### src/sv/assert_macros.svh
// Assertion macros shared by the receiver modules.
// Include this header before writing any concurrent checks; it needs no other file.
`ifndef ASSERT_MACROS_SVH
`define ASSERT_MACROS_SVH
`ifndef SYNTHESIS
`define ASSERT_ALWAYS(lbl, clk, rst, expr, msg) \
  lbl: assert property (@(posedge clk) disable iff (rst) (expr)) else $error(msg);
`define ASSERT_IMPLIES(lbl, clk, rst, ante, cons, msg) \
  lbl: assert property (@(posedge clk) disable iff (rst) (ante) |-> (cons)) else $error(msg);
`define ASSERT_NEXT(lbl, clk, rst, ante, cons, msg) \
  lbl: assert property (@(posedge clk) disable iff (rst) (ante) |=> (cons)) else $error(msg);
`else
`define ASSERT_ALWAYS(lbl, clk, rst, expr, msg)
`define ASSERT_IMPLIES(lbl, clk, rst, ante, cons, msg)
`define ASSERT_NEXT(lbl, clk, rst, ante, cons, msg)
`endif
`endif

### src/sv/srr_pkg.sv
// Types and constants of the selective repeat receiver.
// No dependencies; every other source file but assert_macros.svh imports this package.
package srr_pkg;

  localparam int MAX_PACKETS = 16384;
  localparam int MAP_AW      = $clog2(MAX_PACKETS);
  localparam int TOTAL_W     = $clog2(MAX_PACKETS + 1);
  localparam int BASE_W      = 14;
  localparam int CSUM_WORDS  = 8;
  localparam int CSUM_CNT_W  = $clog2(CSUM_WORDS);

  localparam int FLAG_FIN   = 1;
  localparam int FLAG_START = 2;
  localparam int FLAG_EXT   = 5;

  localparam logic [15:0] CLOSE_SEQ = 16'd65534;
  localparam logic [15:0] CLOSE_ACK = 16'd65535;

  localparam logic [2:0] KIND_START = 3'd0;
  localparam logic [2:0] KIND_NEW   = 3'd1;
  localparam logic [2:0] KIND_DUP   = 3'd2;
  localparam logic [2:0] KIND_FIN   = 3'd3;
  localparam logic [2:0] KIND_CLOSE = 3'd4;

  typedef struct packed {
    logic [31:0] flags;
    logic [15:0] sequence_req;
    logic [15:0] ack_number_in;
    logic [31:0] length;
    logic [31:0] packet_count;
    logic [15:0] checksum;
  } in_word_t;

  typedef struct packed {
    logic [15:0]       ack_number;
    logic [2:0]        ack_kind;
    logic [BASE_W-1:0] window_base;
    logic              transfer_done;
    logic [31:0]       last_length;
  } out_word_t;

  typedef struct packed {
    logic valid;
    logic ok;
  } csum_status_t;

endpackage

### src/sv/srr_csum.sv
// Iterative header checksum: one byte-swapped 16-bit word folded per cycle.
// Depends on srr_pkg and assert_macros.svh.
`include "assert_macros.svh"

module srr_csum import srr_pkg::*; (
  input  logic         clk,
  input  logic         rst,
  input  logic         start,
  input  in_word_t     hdr,
  output csum_status_t status
);

  logic [15:0]           words [CSUM_WORDS];
  logic [CSUM_CNT_W-1:0] cnt;
  logic                  busy;
  logic                  res_valid;
  logic [15:0]           sum;
  logic [15:0]           peer_csum;
  logic [16:0]           sum_wide;
  logic [15:0]           chk;

  function automatic logic [15:0] swap16(input logic [15:0] v);
    return {v[7:0], v[15:8]};
  endfunction

  assign sum_wide = {1'b0, sum} + {1'b0, words[0]};
  assign chk      = sum + peer_csum;
  assign status.valid = res_valid;
  assign status.ok    = (chk == 16'hFFFF);

  always_ff @(posedge clk) begin
    if (rst) begin
      busy      <= 1'b0;
      res_valid <= 1'b0;
      cnt       <= '0;
    end else if (start) begin
      busy      <= 1'b1;
      res_valid <= 1'b0;
      cnt       <= '0;
    end else if (busy) begin
      cnt <= cnt + 1'b1;
      if (cnt == CSUM_CNT_W'(CSUM_WORDS - 1)) begin
        busy      <= 1'b0;
        res_valid <= 1'b1;
      end
    end
  end

  // Each field is little-endian on the wire and pairs are read high byte first.
  always_ff @(posedge clk) begin
    if (start) begin
      words[0]  <= swap16(hdr.flags[15:0]);
      words[1]  <= swap16(hdr.flags[31:16]);
      words[2]  <= swap16(hdr.sequence_req);
      words[3]  <= swap16(hdr.ack_number_in);
      words[4]  <= swap16(hdr.length[15:0]);
      words[5]  <= swap16(hdr.length[31:16]);
      words[6]  <= swap16(hdr.packet_count[15:0]);
      words[7]  <= swap16(hdr.packet_count[31:16]);
      sum       <= '0;
      peer_csum <= hdr.checksum;
    end else if (busy) begin
      // One fold is enough: the carry added back can never carry again.
      sum <= sum_wide[15:0] + {15'b0, sum_wide[16]};
      for (int i = 0; i < CSUM_WORDS - 1; i++) begin
        words[i] <= words[i+1];
      end
    end
  end

  `ASSERT_NEXT(a_sum_finishes, clk, rst, busy && !start && cnt == CSUM_CNT_W'(CSUM_WORDS - 1), status.valid, "checksum did not finish after the last word")
  `ASSERT_ALWAYS(a_busy_excl, clk, rst, !(busy && res_valid), "checksum busy while result shown")
  `ASSERT_IMPLIES(a_cnt_idle, clk, rst, !busy, cnt == '0, "word counter not cleared while idle")

endmodule

### config.mk
export PLATFORM = sky130hd
export DESIGN_NAME = srr_csum
export DESIGN_NICKNAME = d
export VERILOG_FILES = /design/src/sv/srr_pkg.sv /design/src/sv/srr_csum.sv
export VERILOG_INCLUDE_DIRS = /design/src /design/src/sv
export SDC_FILE = /design/constraint.sdc
export NUM_CORES = 1
export LEC_CHECK = 0
export ABC_AREA = 1
export BUFFER_PORTS_ARGS = -buffer_cell sky130_fd_sc_hd__buf_2
export CORE_ASPECT_RATIO = 2
export CORE_MARGIN = 4
export CORE_UTILIZATION = 51
export DETAILED_ROUTE_END_ITERATION = 10
export GPL_ROUTABILITY_DRIVEN = 0
export PLACE_DENSITY = 0.83
export SETUP_SLACK_MARGIN = 0.2
export SLEW_MARGIN = 20
export SYNTH_ARGS = -nofsm -noshare
export SYNTH_HDL_FRONTEND = slang
export SYNTH_SLANG_ARGS = --single-unit
### constraint.sdc
create_clock -name clk -period 3.8 [get_ports clk]
set_input_delay 0.57 -clock clk [delete_from_list [all_inputs] [get_ports clk]]
set_output_delay 0.57 -clock clk [all_outputs]
set_load 0.01 [all_outputs]
==> out/results.ini, run 1 <==
[yosys]
synth_top_cell_area_share_pct = 50.34
yosysWarnings = 0
synthTopCellsByArea = edfxtp_1 50%, nand2_1 22%, ha_1 5.1%
yosysTopAreaCell = edfxtp_1
synth_seq_area_share_pct = 55.24
synth-edff-count = 144
synth_ff_type = edfxtp_1
synth_xor_area_share_pct = 0.7138
synthArstFlopShare_pct = 0
synth_seq_cells = 165
synth.area.mux_share_pct = 0
post_synth.cell_area_avg_um2 = 8.641
synth_top_family_by_area = simple AND/OR/NAND/NOR gates
yosys.area_share.simple_pct = 30.09
ys_types = 42
syn-cell-area_mm2 = 0.008589
synth.net_count = 1178
synth_compound_area_share_pct = 3.802
synthAdderAreaFrac_pct = 5.564
synth_cells = 994

[cts]
cts.clk_slew.worst_paths_ns = 0.06
cts_buffers = 17
clk_path_buf_depth = 2
clockRootBuffer = clkbuf_16
postCtsResizedCells = 0
cts.hold.buffers_added = 0
tritoncts = yes
cts.sinks = 165
h-tree-depth = 4
post_cts_buffers = 0
worstSkewPairLatency_ns = 0.42

[global_routing]
grt_overflow = 0
grt_pass1_wl_um = 32720
grt_pass1_vias = 7117
antenna_found_initial = 1
grt_max_degree = 109
grtUsageTotal_pct = 21.98

[sta]
hold_viol_final = 0
relSlewSlack_pct = 60.38
slew_viol_final = 0
fin_worst_skew_ns = 0.007458
period_share_pct = 86.59
clock.fmax_mhz = 303.9
period_needed_ns = 3.290
setup_viol = 0
rsz0062_at_grt = no
worst_slew_pin_slew_ns = 0.5943
fin_hold_ws_ns = 0.3189
fin_tns_setup_ns = 0

[routing]
finalWirelength_um = 20100
routedWlPerCell_um = 14.83
viasPerCell = 5.165
drtAntennaViolNets = 0
drc = 0
vias = 6999
drt_iter0_drc = 256
drt_pass1_iterations = 4

[run]
cap_violations = 0

[final_layout]
final_util_pct = 61.34
n_fill_cell = 1407
final_nets = 1323
multi_input_area_mm2 = 0.003456
seq_area_mm2 = 0.004745
num_antenna_cells = 0
synthToLayoutAreaGrowth_pct = 17.36
instances_no_fill = 1355
drive_gt1_share_pct = 17.98

[place]
dpl.hpwl_um = 14390
dp.cells = 1324
io_buffers = 148

[floorplanning]
die_w_um = 99.77
io_pins = 149
core_mm2 = 0.01643
die_area_mm2 = 0.01911
fp-row-count = 66
die_h_um = 191.5
initial_core_util_pct = 52.27

[pwr]
p_sw_mw = 1.317
switching_share_pct = 28.09
seqPwrFrac_pct = 47.9
comb_power_share_pct = 18.7
power_leakage_nw = 4.928
powerDensity_mw_per_mm2 = 465.2
p_clk_share_pct = 33.4
internal_power_mw = 3.372
ir_drop_mv = 0.4317

[worst_setup_path]
crit_path_cell_trace = ha_1, nand2_1, o21ai_0, nand2_1, nand2_1, nand2_1, nand2_1, nand2_1, nand2_1, nand2_1, nor2_1, nand3_1, nor2_1, buf_2
slowest_stage = edfxtp_1
worstSetupPathType = flop to output pin
worst_path_most_repeated_cell = nand2_1
cp_max_fo = 5
worst-path-buf-inv = 1
worstPathRequired_ns = 3.23
cp_top_family = simple AND/OR/NAND/NOR gates
critPathMaxStageDelay_ns = 0.42
crit_path_end_kind = output pin
cp-start-kind = flop
cp.arrival_ns = 2.72

[min_path]
min_path_type = primary input to flop

[outcome]
outcome = complete, no violations

## metal layers
| metal | wire length (um) | up-vias | global-route usage [%] |
|---|---|---|---|
| met5 | 12 | - | 0 |
| li1 | - | 3518 | - |
| met1 | 7132 | 3143 | 23.15 |
| met3 | 1182 | 82 | 5.734 |
| met2 | 10630 | 254 | 38.16 |
| met4 | 1139 | 2 | 13.94 |
## sequential cells by signal, indices dropped and copies added, names as in the netlist
| register | count |
|---|---|
| sum | 16 |
| res_valid | 1 |
| words | 128 |
| peer_csum | 16 |
| cnt | 3 |
| busy | 1 |
## layout by cell type (no fill, tap or decap), types with 6 or more instances in the layout
| cell type | synthesis | routed |
|---|---|---|
| ha_1 | 35 | 35 |
| dfxtp_1 | 21 | 21 |
| o21ai_0 | 16 | 16 |
| clkinv_2 | 0 | 6 |
| nor2_1 | 39 | 39 |
| nand3_1 | 41 | 41 |
| buf_2 | 3 | 148 |
| a21oi_1 | 25 | 25 |
| inv_1 | 71 | 70 |
| nand2_1 | 504 | 504 |
| nand2_2 | 6 | 6 |
| clkbuf_16 | 0 | 17 |
| edfxtp_1 | 144 | 144 |
## final cells by class
| cell class | count | share of cell area (%) |
|---|---|---|
| Multi-Input combinational cell | 727 | 34.28 |
| Tap cell | 204 | 2.532 |
| Inverter | 75 | 2.842 |
| Timing Repair Buffer | 153 | 8.092 |
| Sequential cell | 165 | 47.06 |
| Clock inverter | 12 | 0.8936 |
| Clock buffer | 19 | 4.294 |
## cell usage after synthesis, types with 6 or more instances
cell	count
nand2_1	504
edfxtp_1	144
inv_1	71
nand3_1	41
nor2_1	39
ha_1	35
a21oi_1	25
clkbuf_1	21
dfxtp_1	21
o21ai_0	16
nand2_2	6
## cell families (layout without fill, tap and decap cells)
| kind of cell | Yosys count | after routing |
|---|---|---|
| and+or+nand+nor | 626 | 626 |
| DFF | 165 | 165 |
| buffers and inverters | 102 | 259 |
| AOI/OAI and AO/OA | 57 | 57 |
| adders and majority gates | 37 | 37 |
| xor gates and xnor gates | 7 | 7 |
## stage by stage
| stage | setup slack (ns) | area [um^2] | power [mW] |
|---|---|---|---|
| floorplan | 0.4612 | 8593 | 2.874 |
| global placement | 0.9126 | 9558 | 3.122 |
| detailed placement | 0.7252 | 9558 | 3.153 |
| CTS | 0.5165 | 10080 | 4.721 |
| global route | 0.2584 | 10080 | 4.927 |
| finish | 0.5095 | 10080 | 4.689 |
## worst register-to-register path, cell delays in order, from the launching register on
cell	delay (ns)
dfxtp_1	0.37
ha_1	0.23
fa_1	0.25
nand2_1	0.07
nand2_1	0.11
nand3b_2	0.10
nand2_2	0.09
nand2_1	0.07
nand2_1	0.09
a21oi_1	0.06
o21bai_1	0.20
ha_1	0.22
ha_1	0.15
inv_1	0.05
nor2_2	0.15
nand3_2	0.11
nor2_2	0.18
nand2_2	0.10
nor2_4	0.15
nand3_1	0.10
nand3_1	0.10
nand2_1	0.05
## worst paths after layout
path / start / to / slack [ns] / cells after the start
worst max-delay path: peer_csum[2]$_DFFE_PP_ / status[0] / 0.51 / 14
worst min-delay path: hdr[9] / peer_csum[9]$_DFFE_PP_ / 0.32 / 1
worst max register to register: sum[0]$_SDFFE_PP0P_ / sum[14]$_SDFFE_PP0P_ / 0.70 / 21
worst min register to register: cnt[1]$_SDFFE_PP0P_ / cnt[1]$_SDFFE_PP0P_ / 0.47 / 2
## power by group through the flow
| stage | registers (mW) | clock network, mW | logic [mW] |
|---|---|---|---|
| 2_1_floorplan | 2.25 | 0 | 0.622 |
| 3_3_place_gp | 2.28 | 0 | 0.847 |
| 3_5_place_dp | 2.28 | 0 | 0.871 |
| 4_1_cts | 2.24 | 1.60 | 0.879 |
| 5_1_grt | 2.26 | 1.66 | 1.01 |
| 6_report | 2.24 | 1.57 | 0.878 |
Power figures use the tool's default switching activity.
==> inputs of run 2 (changes only) <==
--- a/config.mk
+++ b/config.mk
@@ -8,12 +8,13 @@
 export LEC_CHECK = 0
 export ABC_AREA = 1
 export BUFFER_PORTS_ARGS = -buffer_cell sky130_fd_sc_hd__buf_2
+export CAP_MARGIN = 20
 export CORE_ASPECT_RATIO = 2
 export CORE_MARGIN = 4
 export CORE_UTILIZATION = 51
 export DETAILED_ROUTE_END_ITERATION = 10
 export GPL_ROUTABILITY_DRIVEN = 0
-export PLACE_DENSITY = 0.83
+export PLACE_DENSITY = 0.85
 export SETUP_SLACK_MARGIN = 0.2
 export SLEW_MARGIN = 20
 export SYNTH_ARGS = -nofsm -noshare
==> constraint.sdc (replaced) <==
create_clock -name clk -period 3.8 [get_ports clk]
set_input_delay 0.57 -clock clk [delete_from_list [all_inputs] [get_ports clk]]
set_output_delay 0.57 -clock clk [all_outputs]
set_load 0.005 [all_outputs]
==> run 2 against run 1 <==
Net effect:
- non-clock buffer count increased by 3
- cell area rose by 0.52%
- clock power rose by 5%
- die area did not move
- via count shrank 0.59%
- worst hold slack better by 0.0028 ns
- largest power group unchanged
- fmax increased by 4.0%
- combinational power about the same
- wire length shrank 3.0%
==> out/results.ini, run 2 (same netlist as run 1, synthesis figures left out) <==
[pwr]
power_leakage_nw = 4.946
ir_drop_mv = 0.4805
powerDensity_mw_per_mm2 = 470.3

[sta]
worst_slew_pin_slew_ns = 0.5652
relSlewSlack_pct = 62.32
rsz0062_at_grt = no
period_needed_ns = 3.165
period_share_pct = 83.28
slew_viol_final = 0
fin_worst_skew_ns = 0.01114
hold_viol_final = 0
setup_viol = 0
fin_tns_setup_ns = 0
worst_slack_ns = 0.6353
clock.fmax_mhz = 316.0

[final_layout]
final_cell_mix = 504 x nand2_1, 148 x buf_2, 144 x edfxtp_1, 70 x inv_1, 41 x nand3_1
n_fill_cell = 1384
instances_no_fill = 1359
final_util_pct = 61.66
final_nets = 1326
max_flop_register = words
drive_gt1_share_pct = 18.27
final_common_cell = nand2_1
num_antenna_cells = 0
reg_top3 = words x128, peer_csum x16, sum x16
synthToLayoutAreaGrowth_pct = 17.98
largest_reg_flops = 128

[cts]
tritoncts = yes
cts_buffers = 17
clockRootBuffer = clkbuf_16
postCtsResizedCells = 0
worstSkewPairLatency_ns = 0.42
cts.clk_slew.worst_paths_ns = 0.06
cts.sinks = 165
clk_path_buf_depth = 2
cts.hold.buffers_added = 0
post_cts_buffers = 0
h-tree-depth = 4

[floorplanning]
io_pins = 149
initial_core_util_pct = 52.27
die_w_um = 99.77
die_h_um = 191.5
fp-row-count = 66
core_mm2 = 0.01643
die_area_mm2 = 0.01911

[global_routing]
met3_usage_pct = 4.894
grt_pass1_vias = 6888
use_met2_pct = 37.88
grt_overflow = 0
grt_max_degree = 68
grt_pass1_wl_um = 31240
antenna_found_initial = 0
grtUsageTotal_pct = 20.91
grt_busiest_layer = met2
grt_use_met1_pct = 21.95

[worst_setup_path]
cp_max_fo = 2
worstPathRequired_ns = 3.23
reg2reg_slack_ns = 0.84
rr_worst_depth = 21
r2r-start = sum[0]$_SDFFE_PP0P_
worstSetupPathType = flop to output pin
crit_path_end_kind = output pin
cp-start-kind = flop
cp.arrival_ns = 2.59
worstReg2RegEnd = sum[12]$_SDFFE_PP0P_

[min_path]
whs_path_depth = 1
holdCritStartpoint = hdr[6]
min_to = peer_csum[6]$_DFFE_PP_
min_path_type = primary input to flop

[place]
dpl.hpwl_um = 14650
preCtsSetupSlack_ns = 0.8628
dp.cells = 1327
io_buffers = 148

[routing]
viasPerCell = 5.120
vias = 6958
drc = 0
routedWlPerCell_um = 14.35
drt_pass1_iterations = 5
drt_iter0_drc = 310
drtAntennaViolNets = 0
finalWirelength_um = 19510

[outcome]
outcome = complete, no violations

[run]
cap_violations = 0

## run 2: critical path: stages, from the launching register on
cell and delay (ns):
edfxtp_1 0.38, ha_1 0.21, inv_1 0.10, fa_1 0.42, nor2_1 0.13, nand2_1 0.06, nor2_1 0.10, nand3_1 0.08
nor3_1 0.19, nand3_1 0.09, nor2_1 0.13, nand3_1 0.08, nor2_1 0.09, buf_2 0.12
## run 2: how the worst max path moves through the flow
| stage | from | endpoint | slack [ns] | cells past startpoint |
|---|---|---|---|---|
| after floorplan | start | words[0][0]$_DFFE_PP_ | 0.46 | 3 |
| after global placement | sum[0]$_SDFFE_PP0P_ | sum[14]$_SDFFE_PP0P_ | 0.98 | 21 |
| after detailed placement | sum[0]$_SDFFE_PP0P_ | sum[12]$_SDFFE_PP0P_ | 0.86 | 21 |
| after CTS | peer_csum[0]$_DFFE_PP_ | status[0] | 0.60 | 13 |
| after global routing | sum[0]$_SDFFE_PP0P_ | status[0] | 0.39 | 13 |
| final | peer_csum[0]$_DFFE_PP_ | status[0] | 0.64 | 13 |
## run 2: report_power, final
group | internal (mW) | switching, mW | leakage, nW
combinational | 0.319 | 0.556 | 3.06
clock | 0.962 | 0.685 | 0.262
sequential | 2.17 | 0.0750 | 1.62
total | 3.45 | 1.32 | 4.95
## run 2: cell type report
class / count / area [um^2] / area share, %
timing repair buffer: 156 / 825.8 / 8.149
sequential: 165 / 4745 / 46.82
clock inverter: 13 / 132.6 / 1.309
clock buffer: 19 / 432.9 / 4.272
inverter: 75 / 286.5 / 2.828
tap: 204 / 255.2 / 2.519
multi-input combinational: 727 / 3456 / 34.10
## run 2: layer usage
layer  share of wire [%]  routed length (um)  vias to the layer above
met5                   0                   0                        -
met4                 4.5                 878                        0
met3                 6.6                1289                       61
met2                  54               10590                      254
met1                  35                6746                     3114
li1                    -                   -                     3529
## run 2: metrics by stage
stage          hold WS (ns)  total power, mW  cell area (um^2)
4_1_cts              0.3083            4.799             10130
3_5_place_dp         0.4629            3.154              9568
6_report             0.3217            4.766             10130
5_1_grt              0.3036            5.011             10130
3_3_place_gp         0.4527            3.122              9568
2_1_floorplan        0.4416            2.874              8593
==> inputs of run 3 (changes only) <==
==> constraint.sdc (replaced) <==
create_clock -name clk -period 2.6 [get_ports clk]
set_input_delay 0.39 -clock clk [delete_from_list [all_inputs] [get_ports clk]]
set_output_delay 0.39 -clock clk [all_outputs]
set_load 0.005 [all_outputs]
==> run 3 against run 2 <==
Net effect:
- the run now ends with setup timing left
- global-route usage is 2.3 points higher
- cell area is 9.4% higher
- sequential power is 47% higher
- worst hold slack worse by 0.18 ns
- first-iteration DRC count is 33% higher
- final cell count is 4.2% higher
- wire length is 18% higher
- critical path type unchanged
- critical endpoint unchanged
- largest cell class unchanged
- highest routed layer unchanged
==> out/results.ini, run 3 (same netlist as run 1, synthesis figures left out) <==
[worst_setup_path]
slowest_stage = fa_2
cp_max_fo = 2
worstSetupPathType = flop to output pin
crit_path_cell_trace = ha_2, inv_2, fa_2, nor2_2, nand2_1, nor2_1, nand3_1, nor3_2, nand3_1, nor2_1, nand3_1, nor2_1, buf_2
critPathMaxStageDelay_ns = 0.44
worstPathRequired_ns = 2.21
cp.arrival_ns = 2.70
cp-start-kind = flop
crit_path_end_kind = output pin

[final_layout]
max_flop_register = words
drive_gt1_share_pct = 28.55
final_nets = 1384
final_cell_mix = 484 x nand2_1, 148 x buf_2, 144 x edfxtp_1, 64 x inv_1, 51 x buf_4
instances_no_fill = 1416
design_area_mm2 = 0.01108
largest_reg_flops = 128
final_common_cell = nand2_1
synthToLayoutAreaGrowth_pct = 29.03
num_antenna_cells = 0
reg_top3 = words x128, peer_csum x16, sum x16

[routing]
drc = 0
drtAntennaViolNets = 0
viasPerCell = 5.297
drt_iter0_drc = 412
drt_pass1_iterations = 6
finalWirelength_um = 22980
vias = 7500
routedWlPerCell_um = 16.23

[pwr]
comb_power_share_pct = 23.3
power_leakage_nw = 5.338
powerDensity_mw_per_mm2 = 669.0
internal_power_mw = 5.251
p_clk_share_pct = 32.3
p_sw_mw = 2.163
seqPwrFrac_pct = 44.4
ir_drop_mv = 0.5776
switching_share_pct = 29.18

[sta]
rsz0062_at_grt = yes
period_needed_ns = 3.087
fin_tns_setup_ns = -5.354
hold_viol_final = 0
slew_viol_final = 0
clock.fmax_mhz = 323.9
relSlewSlack_pct = 60.78
fin_worst_skew_ns = 0.007820
worst_slack_ns = -0.4870
worst_slew_pin_slew_ns = 0.5842
period_share_pct = 118.7
fin_hold_ws_ns = 0.1376
setup_viol = 15

[cts]
cts.hold.buffers_added = 0
cts.clk_slew.worst_paths_ns = 0.06
cts.sinks = 165
tritoncts = yes
clockRootBuffer = clkbuf_16
h-tree-depth = 4
clk_path_buf_depth = 2
worstSkewPairLatency_ns = 0.43
cts_buffers = 17

[place]
dpl.hpwl_um = 15270
dp.cells = 1362
io_buffers = 148
place_area_mm2 = 0.009983

[global_routing]
antenna_found_initial = 0
grt_overflow = 0
grt_pass1_wl_um = 34620
grt_pass1_vias = 7594
grtUsageTotal_pct = 23.18
grt_max_degree = 109

[floorplanning]
fp-row-count = 66
initial_core_util_pct = 52.27
die_h_um = 191.5
core_mm2 = 0.01643
io_pins = 149
die_area_mm2 = 0.01911
die_w_um = 99.77

[run]
cap_violations = 0

[min_path]
min_path_type = primary input to flop

[outcome]
outcome = finished with violations
violations = setup timing

run 3: cell count changes in the layout (fill, tap and decap cells not counted), moves of 6 or more:
cell	before	now
nand2_4	3	10
a21oi_1	25	17
o21ai_0	16	5
ha_1	35	20
inv_1	70	64
nand2_1	504	484
buf_4	6	51
ha_4	0	13
nand2_2	6	19
o21ai_2	0	6
buf_6	0	12
nand3_1	41	34
a21oi_2	0	7
run 3: metrics by stage:
step / setup WS [ns] / util (%) / power (mW)
after floorplan: -0.1944 / - / 4.258
after global placement: -0.1741 / 60.75 / 4.713
after detailed placement: -0.2847 / 60.75 / 4.774
after CTS: -0.3626 / 65.81 / 7.269
after global routing: -0.6574 / 67.44 / 7.735
final: -0.4870 / 67.44 / 7.415
run 3: timing repair:
item                                    CTS  global route
endpoints found under the setup margin   15            16
resized for setup                        54            49
setup buffers                            13            10
pin swaps                                33            37
run 3: power groups by stage:
stage | Clock [mW] | Combinational, mW | Sequential [mW]
2_1_floorplan | 0 | 0.954 | 3.30
3_3_place_gp | 0 | 1.38 | 3.33
3_5_place_dp | 0 | 1.44 | 3.34
4_1_cts | 2.42 | 1.56 | 3.29
5_1_grt | 2.52 | 1.90 | 3.31
6_report | 2.39 | 1.73 | 3.29
run 3: worst paths after layout:
kind | startpoint | end | slack, ns | cells after the start
setup reg to reg | words[0][10]$_DFFE_PP_ | sum[5]$_SDFFE_PP0P_ | -0.43 | 17
hold reg to reg | cnt[1]$_SDFFE_PP0P_ | cnt[1]$_SDFFE_PP0P_ | 0.47 | 2
hold / removal | hdr[39] | words[1][63]$_DFFE_PP_ | 0.14 | 1
setup / recovery | peer_csum[0]$_DFFE_PP_ | status[0] | -0.49 | 13
run 3: layer usage:
layer / global-route usage, % / up-vias / wire (um)
met5: 0 / - / 0
met4: 15.36 / 0 / 1592
met3: 4.785 / 111 / 1573
met2: 42.25 / 365 / 12220
met1: 23.08 / 3382 / 7588
li1: - / 3642 / -
run 3: critical path, delay by kind of cell, from the launching register on:
family        cells  cell delay, ns
buf+inv           2            0.19
flops             1            0.38
simple gates      9            1.08
fa+ha+maj         2            0.63
run 3: cell type report:
class                           instances  area, um^2
Fill cell                            1250        5350
Clock buffer                           20       436.7
Clock inverter                         11       111.4
Sequential cell                       165        4753
Timing Repair Buffer                  214        1319
Tap cell                              204       255.2
Inverter                               75       299.0
Multi-Input combinational cell        727        3909
